==> src/design/ptp_pkg.sv <==
`timescale 1ns / 1ps
// ----------------------------------------------------------------------------
// ptp_pkg
// Shared constants and register map of the perspective point transform.
// ----------------------------------------------------------------------------
package ptp_pkg;

    localparam int COORD_WIDTH_DEF = 32;
    localparam int FRAC_BITS_DEF   = 16;
    localparam int IO_W            = 32;
    localparam int REG_W           = 64;
    localparam int NUM_REGS        = 8;
    localparam int REG_IDX_W       = 3;
    localparam int CFG_IDX_W       = 8;
    localparam int HALF_W          = 32;

    localparam logic [REG_IDX_W-1:0] REG_ROW0_COLS01 = 3'd0;
    localparam logic [REG_IDX_W-1:0] REG_ROW0_COLS23 = 3'd1;
    localparam logic [REG_IDX_W-1:0] REG_ROW1_COLS01 = 3'd2;
    localparam logic [REG_IDX_W-1:0] REG_ROW1_COLS23 = 3'd3;
    localparam logic [REG_IDX_W-1:0] REG_ROW2_COLS01 = 3'd4;
    localparam logic [REG_IDX_W-1:0] REG_ROW2_COLS23 = 3'd5;
    localparam logic [REG_IDX_W-1:0] REG_ROW3_COLS01 = 3'd6;
    localparam logic [REG_IDX_W-1:0] REG_ROW3_COLS23 = 3'd7;

    localparam logic [REG_W-1:0] RESET_ONE_LO = 64'h0000_0000_0001_0000;
    localparam logic [REG_W-1:0] RESET_ONE_HI = 64'h0001_0000_0000_0000;
    localparam logic [REG_W-1:0] RESET_ZERO   = 64'h0;

endpackage

==> src/design/ptp_merge.sv <==
`timescale 1ns / 1ps
// ----------------------------------------------------------------------------
// ptp_merge
// Saturate and sign the three quotients, merge flags into the output register.
// ----------------------------------------------------------------------------
module ptp_merge #(
    parameter int COORD_WIDTH = ptp_pkg::COORD_WIDTH_DEF
) (
    input  logic                              i_clk,
    input  logic                              i_en,
    input  logic [COORD_WIDTH-1:0]            i_q    [3],
    input  logic                              i_neg  [3],
    input  logic                              i_over [3],
    input  logic                              i_wz,
    output logic signed [ptp_pkg::IO_W-1:0]   o_res  [3],
    output logic                              o_wz,
    output logic                              o_ovf
);
    localparam logic [COORD_WIDTH-1:0] LIM_POS = {1'b0, {(COORD_WIDTH-1){1'b1}}};
    localparam logic [COORD_WIDTH-1:0] LIM_NEG = {1'b1, {(COORD_WIDTH-1){1'b0}}};

    logic [COORD_WIDTH-1:0]            w_lim [3];
    logic [COORD_WIDTH-1:0]            w_val [3];
    logic                              w_sat [3];
    logic signed [ptp_pkg::IO_W-1:0]   n_res [3];
    logic                              n_ovf;
    logic signed [ptp_pkg::IO_W-1:0]   r_res [3];
    logic                              r_wz;
    logic                              r_ovf;

    always_comb begin
        n_ovf = 1'b0;
        for (int i = 0; i < 3; i++) begin
            w_lim[i] = i_neg[i] ? LIM_NEG : LIM_POS;
            w_sat[i] = i_over[i] || (i_q[i] > w_lim[i]);
            w_val[i] = w_sat[i] ? w_lim[i] : i_q[i];
            w_val[i] = i_neg[i] ? (~w_val[i] + COORD_WIDTH'(1)) : w_val[i];
            n_res[i] = i_wz ? '0 : ptp_pkg::IO_W'($signed(w_val[i]));
            n_ovf    = n_ovf | w_sat[i];
        end
        if (i_wz) begin
            n_ovf = 1'b0;
        end
    end

    always_ff @(posedge i_clk) begin
        if (i_en) begin
            r_res <= n_res;
            r_wz  <= i_wz;
            r_ovf <= n_ovf;
        end
    end

    assign o_res = r_res;
    assign o_wz  = r_wz;
    assign o_ovf = r_ovf;
endmodule

==> config.mk <==
export PLATFORM = sky130hd
export DESIGN_NAME = ptp_merge
export DESIGN_NICKNAME = d
export VERILOG_FILES = /design/src/design/ptp_pkg.sv /design/src/design/ptp_merge.sv
export SDC_FILE = /design/constraint.sdc
export NUM_CORES = 1
export LEC_CHECK = 0
export ABC_AREA = 1
export BUFFER_PORTS_ARGS = -buffer_cell sky130_fd_sc_hd__buf_2
export CAP_MARGIN = 20
export CORE_AREA = 2 2 118 177
export CTS_CLUSTER_DIAMETER = 40
export DETAILED_ROUTE_END_ITERATION = 8
export DIE_AREA = 0 0 120 179
export PLACE_DENSITY = 0.82
export SETUP_SLACK_MARGIN = 0.4
export SYNTH_ARGS = -nofsm -noshare
export SYNTH_HDL_FRONTEND = slang
export SYNTH_SLANG_ARGS = --single-unit
==> constraint.sdc <==
create_clock -name i_clk -period 7.48 [get_ports i_clk]
set_clock_uncertainty 0.15 [all_clocks]
set_input_delay 0.374 -clock i_clk [delete_from_list [all_inputs] [get_ports i_clk]]
set_output_delay 0.374 -clock i_clk [all_outputs]
set_load 0.01 [all_outputs]
======== Word level (Yosys, flattened, before mapping) ========
Index checks and enable logic that the tools add are counted.
word-level totals
  logic and storage cells ................. 28
  input bits .............................. 105
  bits in registers ....................... 98
cells by class
  mux-type cells .......................... 9
  $add $sub $neg .......................... 3
  $lt $le $gt $ge ......................... 3
  reductions and logical operators ........ 3
  bitwise logic cells ..................... 5
operators by type and width
  kind                   number
  $mux 32                9
  $add 32x1->32 const B  3
  $gt 32x32->1           3
  $not 32->32            3
  $logic_or 1x1->1       3
  $or 1x1->1             2

======== Depth between registers and ports, before layout ========
Gate-level depths: netlist (run 1).
  depth after elaboration ................. 7
  gate-level depth with buffers ........... 31

======== Least setup slack after synthesis (run 1) ========
No wires, ideal clock.
  path type ............................... input -> register
  from .................................... input i_neg[0] (netlist bit)
  to ...................................... register r_res (netlist bit o_res[20]), data pin
  path slack .............................. 3.968 ns
  setup time .............................. 0.253 ns
  required time ........................... 7.077 ns
  arrival ................................. 3.110 ns
  path buffers ............................ 4
  stages .................................. 26
  cell sequence ........................... clkinv_1 > ha_1 > nand2_1 > nor2_2 > nand2_2 > nor4_4 > nand2_1 > nand2_1 > nand2_2 > buf_6 > buf_8 > buf_12 > nand3_1 > nand2_1 > inv_1 > ha_1 > nand2_1 > inv_1 > nand2_1 > nor2_2 > nand3_2 > nand2_2 > buf_6 > nand3_1 > nor2_1 > nor2_1
between the ends
  word-level cells in the longest chain between the ends .. 7
ends and longest elaborated chain
  element               RTL line         text
  from (decl)           ptp_merge.sv:12  input logic i_neg [3],
  $mux 32               ptp_merge.sv:34  w_lim[i] = i_neg[i] ? LIM_NEG : LIM_POS;
  $gt 32x32->1          ptp_merge.sv:35  w_sat[i] = i_over[i] || (i_q[i] > w_lim[i]);
  $logic_or 1x1->1      ptp_merge.sv:35
  $mux 32               ptp_merge.sv:36  w_val[i] = w_sat[i] ? w_lim[i] : i_q[i];
  $not 32->32           ptp_merge.sv:37  w_val[i] = i_neg[i] ? (~w_val[i] + COORD_WIDTH'(1)) : w_val[i];
  $add 32x1->32         ptp_merge.sv:37
  $mux 32 *             ptp_merge.sv:37
  to (signal assigned)  ptp_merge.sv:48  r_res <= n_res;
  to (decl)             ptp_merge.sv:27  logic signed [ptp_pkg::IO_W-1:0] r_res [3];
Mark *: on every way between the ends. The rest lies on a longest branch, timed or not.
A chain may end at the register's enable or synchronous reset.

======== Worst setup path in the final report (run 1) ========
  from .................................... input i_neg[0] (netlist bit)
  to ...................................... register r_res (netlist bit o_res[18]), data pin
The elaborated chain is that of the path after synthesis.

==> impl_results.md, run 1 <==
* Status: finished clean
* Cells after synthesis at 1377
* Dpl cell area at 10900 sq um
* Min-Delay Path Depth at 2
* Finished Cell Area at 11200 sq um
* Setup TNS at 0 ns
* H-tree levels at 3
* Final Cycle Share at 73.7%
* Gp weighted congestion at 0.943
* Post_cts resized at 0
* IO Pins at 203
* Drt first pass iters at 8
* Total GRT Usage at 26.2%
* Core area at 20100 sq um
* Share of cells above drive strength 1 at 19.0%
* Max cap viols at 0
* CP Launch Type: input port
* CTS tree: yes
* Post-CTS setup buffer count at 0
* CP arrival at 5.48 ns
* Die Area at 21500 sq um
* Relative max-transition margin at 46.4%
* Largest net degree at the start of global routing at 66
* Final Max Slew Viols at 0
* Worst path cell trace: buf_2, buf_4, clkinv_1, ha_1, nand2_1, nor2_2, nand2_2, nor4_4, nand4_1, nand2_2, nand2_4, nand2_4, nand2_1, inv_1, ha_1, nand2_1, inv_1, nand2_1, nor2_2, nand3_2, nand2_2, o21ai_0, nor2_1, nor2_1
* Final worst slack at 1.97 ns
* Unique masters post-synth at 43
* Initial core utilization at 48.7%
* Input/output buffers at 202
* Worst endpoint required time at 7.44 ns
* Tmin final at 5.51 ns
* Yosys warns at 0
* Cts bufs inserted at 9
* Most frequent CP cell: nand2_1
* VDD IR-drop max at 0.0982 mV
* Synth area leaders: edfxtp_1 (30%), nand2_1 (13%), ha_1 (13%)
* Sinks on Clock Net at 98
* First-pass GRT wire length at 45500 um
* CP Buf/Inv Count at 5
* Max Freq at 181 MHz
* Dpl ws at 1.74 ns
* Core Util, Final at 55.5%
* Aggregate global routing overflow at 0
* CTS root buf: clkbuf_16
* Filler Cell Count at 1898
* Nature of the critical path endpoint: register
* Final #Nets at 1749
* Placed Instances at 1798
* Endpoints failing setup at 0
* Post-synthesis register bit count at 98
* Routed WL at 28300 um
* Slowest CP cell: clkinv_1
* Via count at 10200
* Die width at 120 um
* Die Y at 179 um
* Number of global-route vias before repair at 9542
* Leak Pwr at 5.67 nW
* Min-delay src: i_q[69]
* End of the worst hold path: o_res[69]$_SDFFCE_PP0P_
* Vias per cell at 5.61
* Final Hold Fails at 0
* Worst-margin pin slew at 0.804 ns
* Post-route ant nets at 0
* Clock tree buffer depth at 2
* Crit path kind: in -> reg
* Mapped Area at 9800 sq um
* Syn nets at 1581
* Area growth syn-to-layout at 13.9%
* Ys async rst share at 0%
* Fin cells at 1815
* Crit path max-delay family: simple AND/OR/NAND/NOR gates
* Register area share after synthesis at 30.0%
* Post-synth top area share at 30.0%
* Placed wire-length estimate at 22000 um
* Clock transition at path regs at 0.08 ns
* Avg Synthesized Cell Area at 7.11 sq um
* Cts hold-fix bufs at 0
* Detailed router's first-iteration violation count at 696
* Ys flop type: edfxtp_1
* Post-synth EDFFs at 98
* Unrepaired setup endpoints after global routing: false
* Routed length per placed instance at 15.6 um
* CP max FO at 62
* Residual DRC count at 0
* Cell type with the largest total area after synthesis: edfxtp_1
* # rows at 64
* Slowest stage delay, CP at 0.60 ns
* Total area of sequential cells at 2940 sq um
* Hold crit path type: in -> reg
* Area of the multi-input gates at 6100 sq um
* Initial antenna violation count at 5
* Ratio of total power to cell area at 160 nW/um^2
-- worst max-delay path by stage --
stage,start,endpoint,slack (ns),cells past startpoint
after floorplan,i_neg[0],o_res[20]$_SDFFCE_PP0P_,3.97,26
after detailed placement,i_neg[0],o_res[18]$_SDFFCE_PP0P_,1.74,24
after global routing,i_neg[0],o_res[18]$_SDFFCE_PP0P_,1.48,24
final,i_neg[0],o_res[18]$_SDFFCE_PP0P_,1.97,24
after CTS,i_neg[0],o_res[18]$_SDFFCE_PP0P_,2.08,24
after global placement,i_neg[0],o_res[18]$_SDFFCE_PP0P_,2.00,24
-- synthesized netlist by cell type, drive strengths merged (2+ instances only) --
library cell	instances
nand2	359
nor2	210
edfxtp	98
o311ai	3
and3	2
a21oi	78
clkinv	5
o21ai	74
nand4	29
inv	108
a31oi	27
a311oi	4
and2	2
ha	99
nand3	204
nor3	4
o211ai	4
o21bai	3
o21a	5
buf	33
a21o	3
clkbuf	20
-- registers in the layout, summed over array words and instances (netlist names) --
signal and flops:
o_res 96, o_ovf 1, o_wz 1
-- per-layer routing --
| layer | vias to the layer above | track usage [%] | part of all wire [%] |
|---|---|---|---|
| met5 | - | 0 | 0.14 |
| met4 | 6 | 13.7 | 5.0 |
| met3 | 88 | 4.33 | 6.5 |
| met2 | 424 | 48.1 | 51 |
| met1 | 4616 | 28.8 | 37 |
| li1 | 5055 | - | - |
-- metrics by stage --
step	hold slack (ns)	power [mW]
6_report	0.226	1.79
3_5_place_dp	0.585	1.35
5_1_grt	0.233	1.90
2_1_floorplan	0.323	1.14
3_3_place_gp	0.580	1.33
4_1_cts	0.219	1.79
-- cells in the final DEF, fill, tap and decap left out, drive strengths merged, types with 3 or more instances in the layout --
cell / synthesis / layout
nand2: 359 / 359
buf: 33 / 210
nor2: 210 / 210
nand3: 204 / 204
inv: 108 / 111
ha: 99 / 99
edfxtp: 98 / 98
a21oi: 78 / 78
o21ai: 74 / 74
nand4: 29 / 29
a31oi: 27 / 27
clkbuf: 20 / 9
clkinv: 5 / 6
o21a: 5 / 5
o211ai: 4 / 4
a311oi: 4 / 4
nor3: 4 / 4
a21o: 3 / 3
o21bai: 3 / 3
o311ai: 3 / 3
-- layout make-up --
class / count / area share (%)
diodes: 2 / 0.0449
clock buffers: 9 / 2.02
clock inverters: 6 / 0.471
inverters: 113 / 3.80
multi-input cells: 1113 / 54.7
flip-flops and latches: 98 / 26.4
well taps: 264 / 2.96
repair buffers: 210 / 9.62
-- power breakdown --
| group | total [mW] | switching (mW) | internal [mW] |
|---|---|---|---|
| clock network | 0.450 | 0.221 | 0.229 |
| logic | 0.649 | 0.435 | 0.215 |
| registers | 0.691 | 0.0187 | 0.672 |
-- logic make-up (layout without fill, tap and decap cells) --
group           after synthesis  after routing  share of synthesized area, %
simple gates                812            812                          37.9
compound gates              202            202                          11.8
other cells                   0              2                             0
buf+inv                     166            338                          7.65
fa+ha+maj                    99             99                          12.6
flops                        98             98                          30.0
Note: power is estimated with default switching activity, not from simulation.
==> run 2, diff against run 1 <==
clock period = 5.5 ns   (was 7.48 ns; I/O delays follow)
==> run 2 against run 1 <==
  * First-iteration DRC count is 0.14% lower
  * Non-clock buffer count is 6 higher
  * Critical path type unchanged
  * Clock power is 44% higher
  * Power is 38% higher
  * Core utilization is 0.33 points higher
  * Sequential power is 36% higher
  * Die area stayed put
  * Count of clock-buffer cells in the layout stayed put
  * Hold slack worse by 0.12 ns
==> impl_results.md, run 2 (same netlist as run 1, synthesis figures left out) <==
* CP max FO at 52
* CP arrival at 4.14 ns
* Final Hold Fails at 0
* Status: finished clean
* Vias per cell at 5.57
* Final #Nets at 1755
* Final Cycle Share at 75.7%
* Filler Cell Count at 1932
* IO Pins at 203
* # rows at 64
* Max Freq at 240 MHz
* Setup TNS at 0 ns
* Total GRT Usage at 26.1%
* Crit path kind: in -> reg
* Worst endpoint required time at 5.47 ns
* Leak Pwr at 5.71 nW
* Share of cells above drive strength 1 at 19.4%
* Placed Instances at 1804
* Most frequent CP cell: nor2_1
* Input/output buffers at 202
* Commonest non-fill, non-tap cell in the layout: nand2_1
* H-tree levels at 3
* Aggregate global routing overflow at 0
* Sinks on Clock Net at 98
* Die width at 120 um
* CTS tree: yes
* Crit path max-delay family: simple AND/OR/NAND/NOR gates
* Number of global-route vias before repair at 9500
* Fin cells at 1823
* Slowest stage delay, CP at 0.54 ns
* Max cap viols at 0
* Unrepaired setup endpoints after global routing: false
* Relative max-transition margin at 44.0%
* Residual DRC count at 0
* Fin Hold WS at 0.104 ns
* Gp weighted congestion at 0.943
* Hold crit path type: in -> reg
* CP Launch Type: input port
* Most frequent cells in the layout: nand2_1 (344), buf_2 (201), nor2_1 (197)
* Die Y at 179 um
* Placed wire-length estimate at 21900 um
* Post-route ant nets at 0
* Slowest CP cell: buf_2
* Via count at 10100
* CTS root buf: clkbuf_16
* Drt first pass iters at 6
* Post-CTS setup buffer count at 0
* Cts bufs inserted at 9
* Initial core utilization at 48.7%
* Ratio of total power to cell area at 220 nW/um^2
* Final Max Slew Viols at 0
* Endpoints failing setup at 0
* Area growth syn-to-layout at 14.6%
* Tmin final at 4.16 ns
* Routed WL at 28000 um
* Total Power at 2.47 mW
* CP Buf/Inv Count at 4
* Core area at 20100 sq um
* Routed length per placed instance at 15.4 um
* Nature of the critical path endpoint: register
* Clock transition at path regs at 0.07 ns
* Initial antenna violation count at 6
* Detailed router's first-iteration violation count at 695
* Worst path cell trace: buf_2, buf_4, ha_1, a21o_1, nand3_1, nand3_1, a21oi_1, nand2_2, nand2_4, nand2_4, nand2_4, buf_4, nand3_1, nor2_1, nor2_1, nor2_1, nand2_1, inv_1, nand2_1, nor2_1, nor2_1
* VDD IR-drop max at 0.160 mV
* First-pass GRT wire length at 44800 um
* Die Area at 21500 sq um
* Cts hold-fix bufs at 0
* Post_cts resized at 0
* Worst-margin pin slew at 0.840 ns
* Largest net degree at the start of global routing at 66
* Clock tree buffer depth at 2
* Max reg flops at 96
[run 2: stage by stage]
step | setup slack (ns) | instance area (sq um) | utilization (%)
after floorplan | 2.09 | 9800 | -
after global placement | 1.08 | 10900 | 54.3
after detailed placement | 1.01 | 10900 | 54.3
after CTS | 1.38 | 11200 | 55.8
after global routing | 0.975 | 11200 | 55.8
final | 1.34 | 11200 | 55.8
[run 2: worst paths after layout]
| kind | end | cells after the start | from | slack, ns |
|---|---|---|---|---|
| worst max-delay path | o_res[54]$_SDFFCE_PP0P_ | 21 | i_neg[1] | 1.34 |
| worst min-delay path | o_res[69]$_SDFFCE_PP0P_ | 2 | i_q[69] | 0.10 |
[run 2: layout make-up]
type                    count  area [sq um]  share of cell area [%]
clock inverters             7          71.3                   0.635
well taps                 264           330                    2.94
clock buffers               9           225                    2.01
inverters                 113           424                    3.78
flip-flops and latches     98          2940                    26.2
diodes                      3          7.51                  0.0669
repair buffers            216          1120                    9.97
multi-input cells        1113          6100                    54.4
[run 2: report_power, final]
part | internal [mW] | switching (mW)
Sequential | 0.914 | 0.0239
Clock | 0.321 | 0.326
Combinational | 0.297 | 0.589
Total | 1.53 | 0.939
[run 2: routing by layer]
| metal | global-route usage [%] | vias up | part of all wire (%) |
|---|---|---|---|
| met2 | 47.4 | 398 | 51 |
| met3 | 4.90 | 99 | 6.8 |
| met5 | 0 | - | 0.14 |
| met1 | 28.6 | 4565 | 37 |
| met4 | 14.2 | 6 | 4.6 |
| li1 | - | 5077 | - |
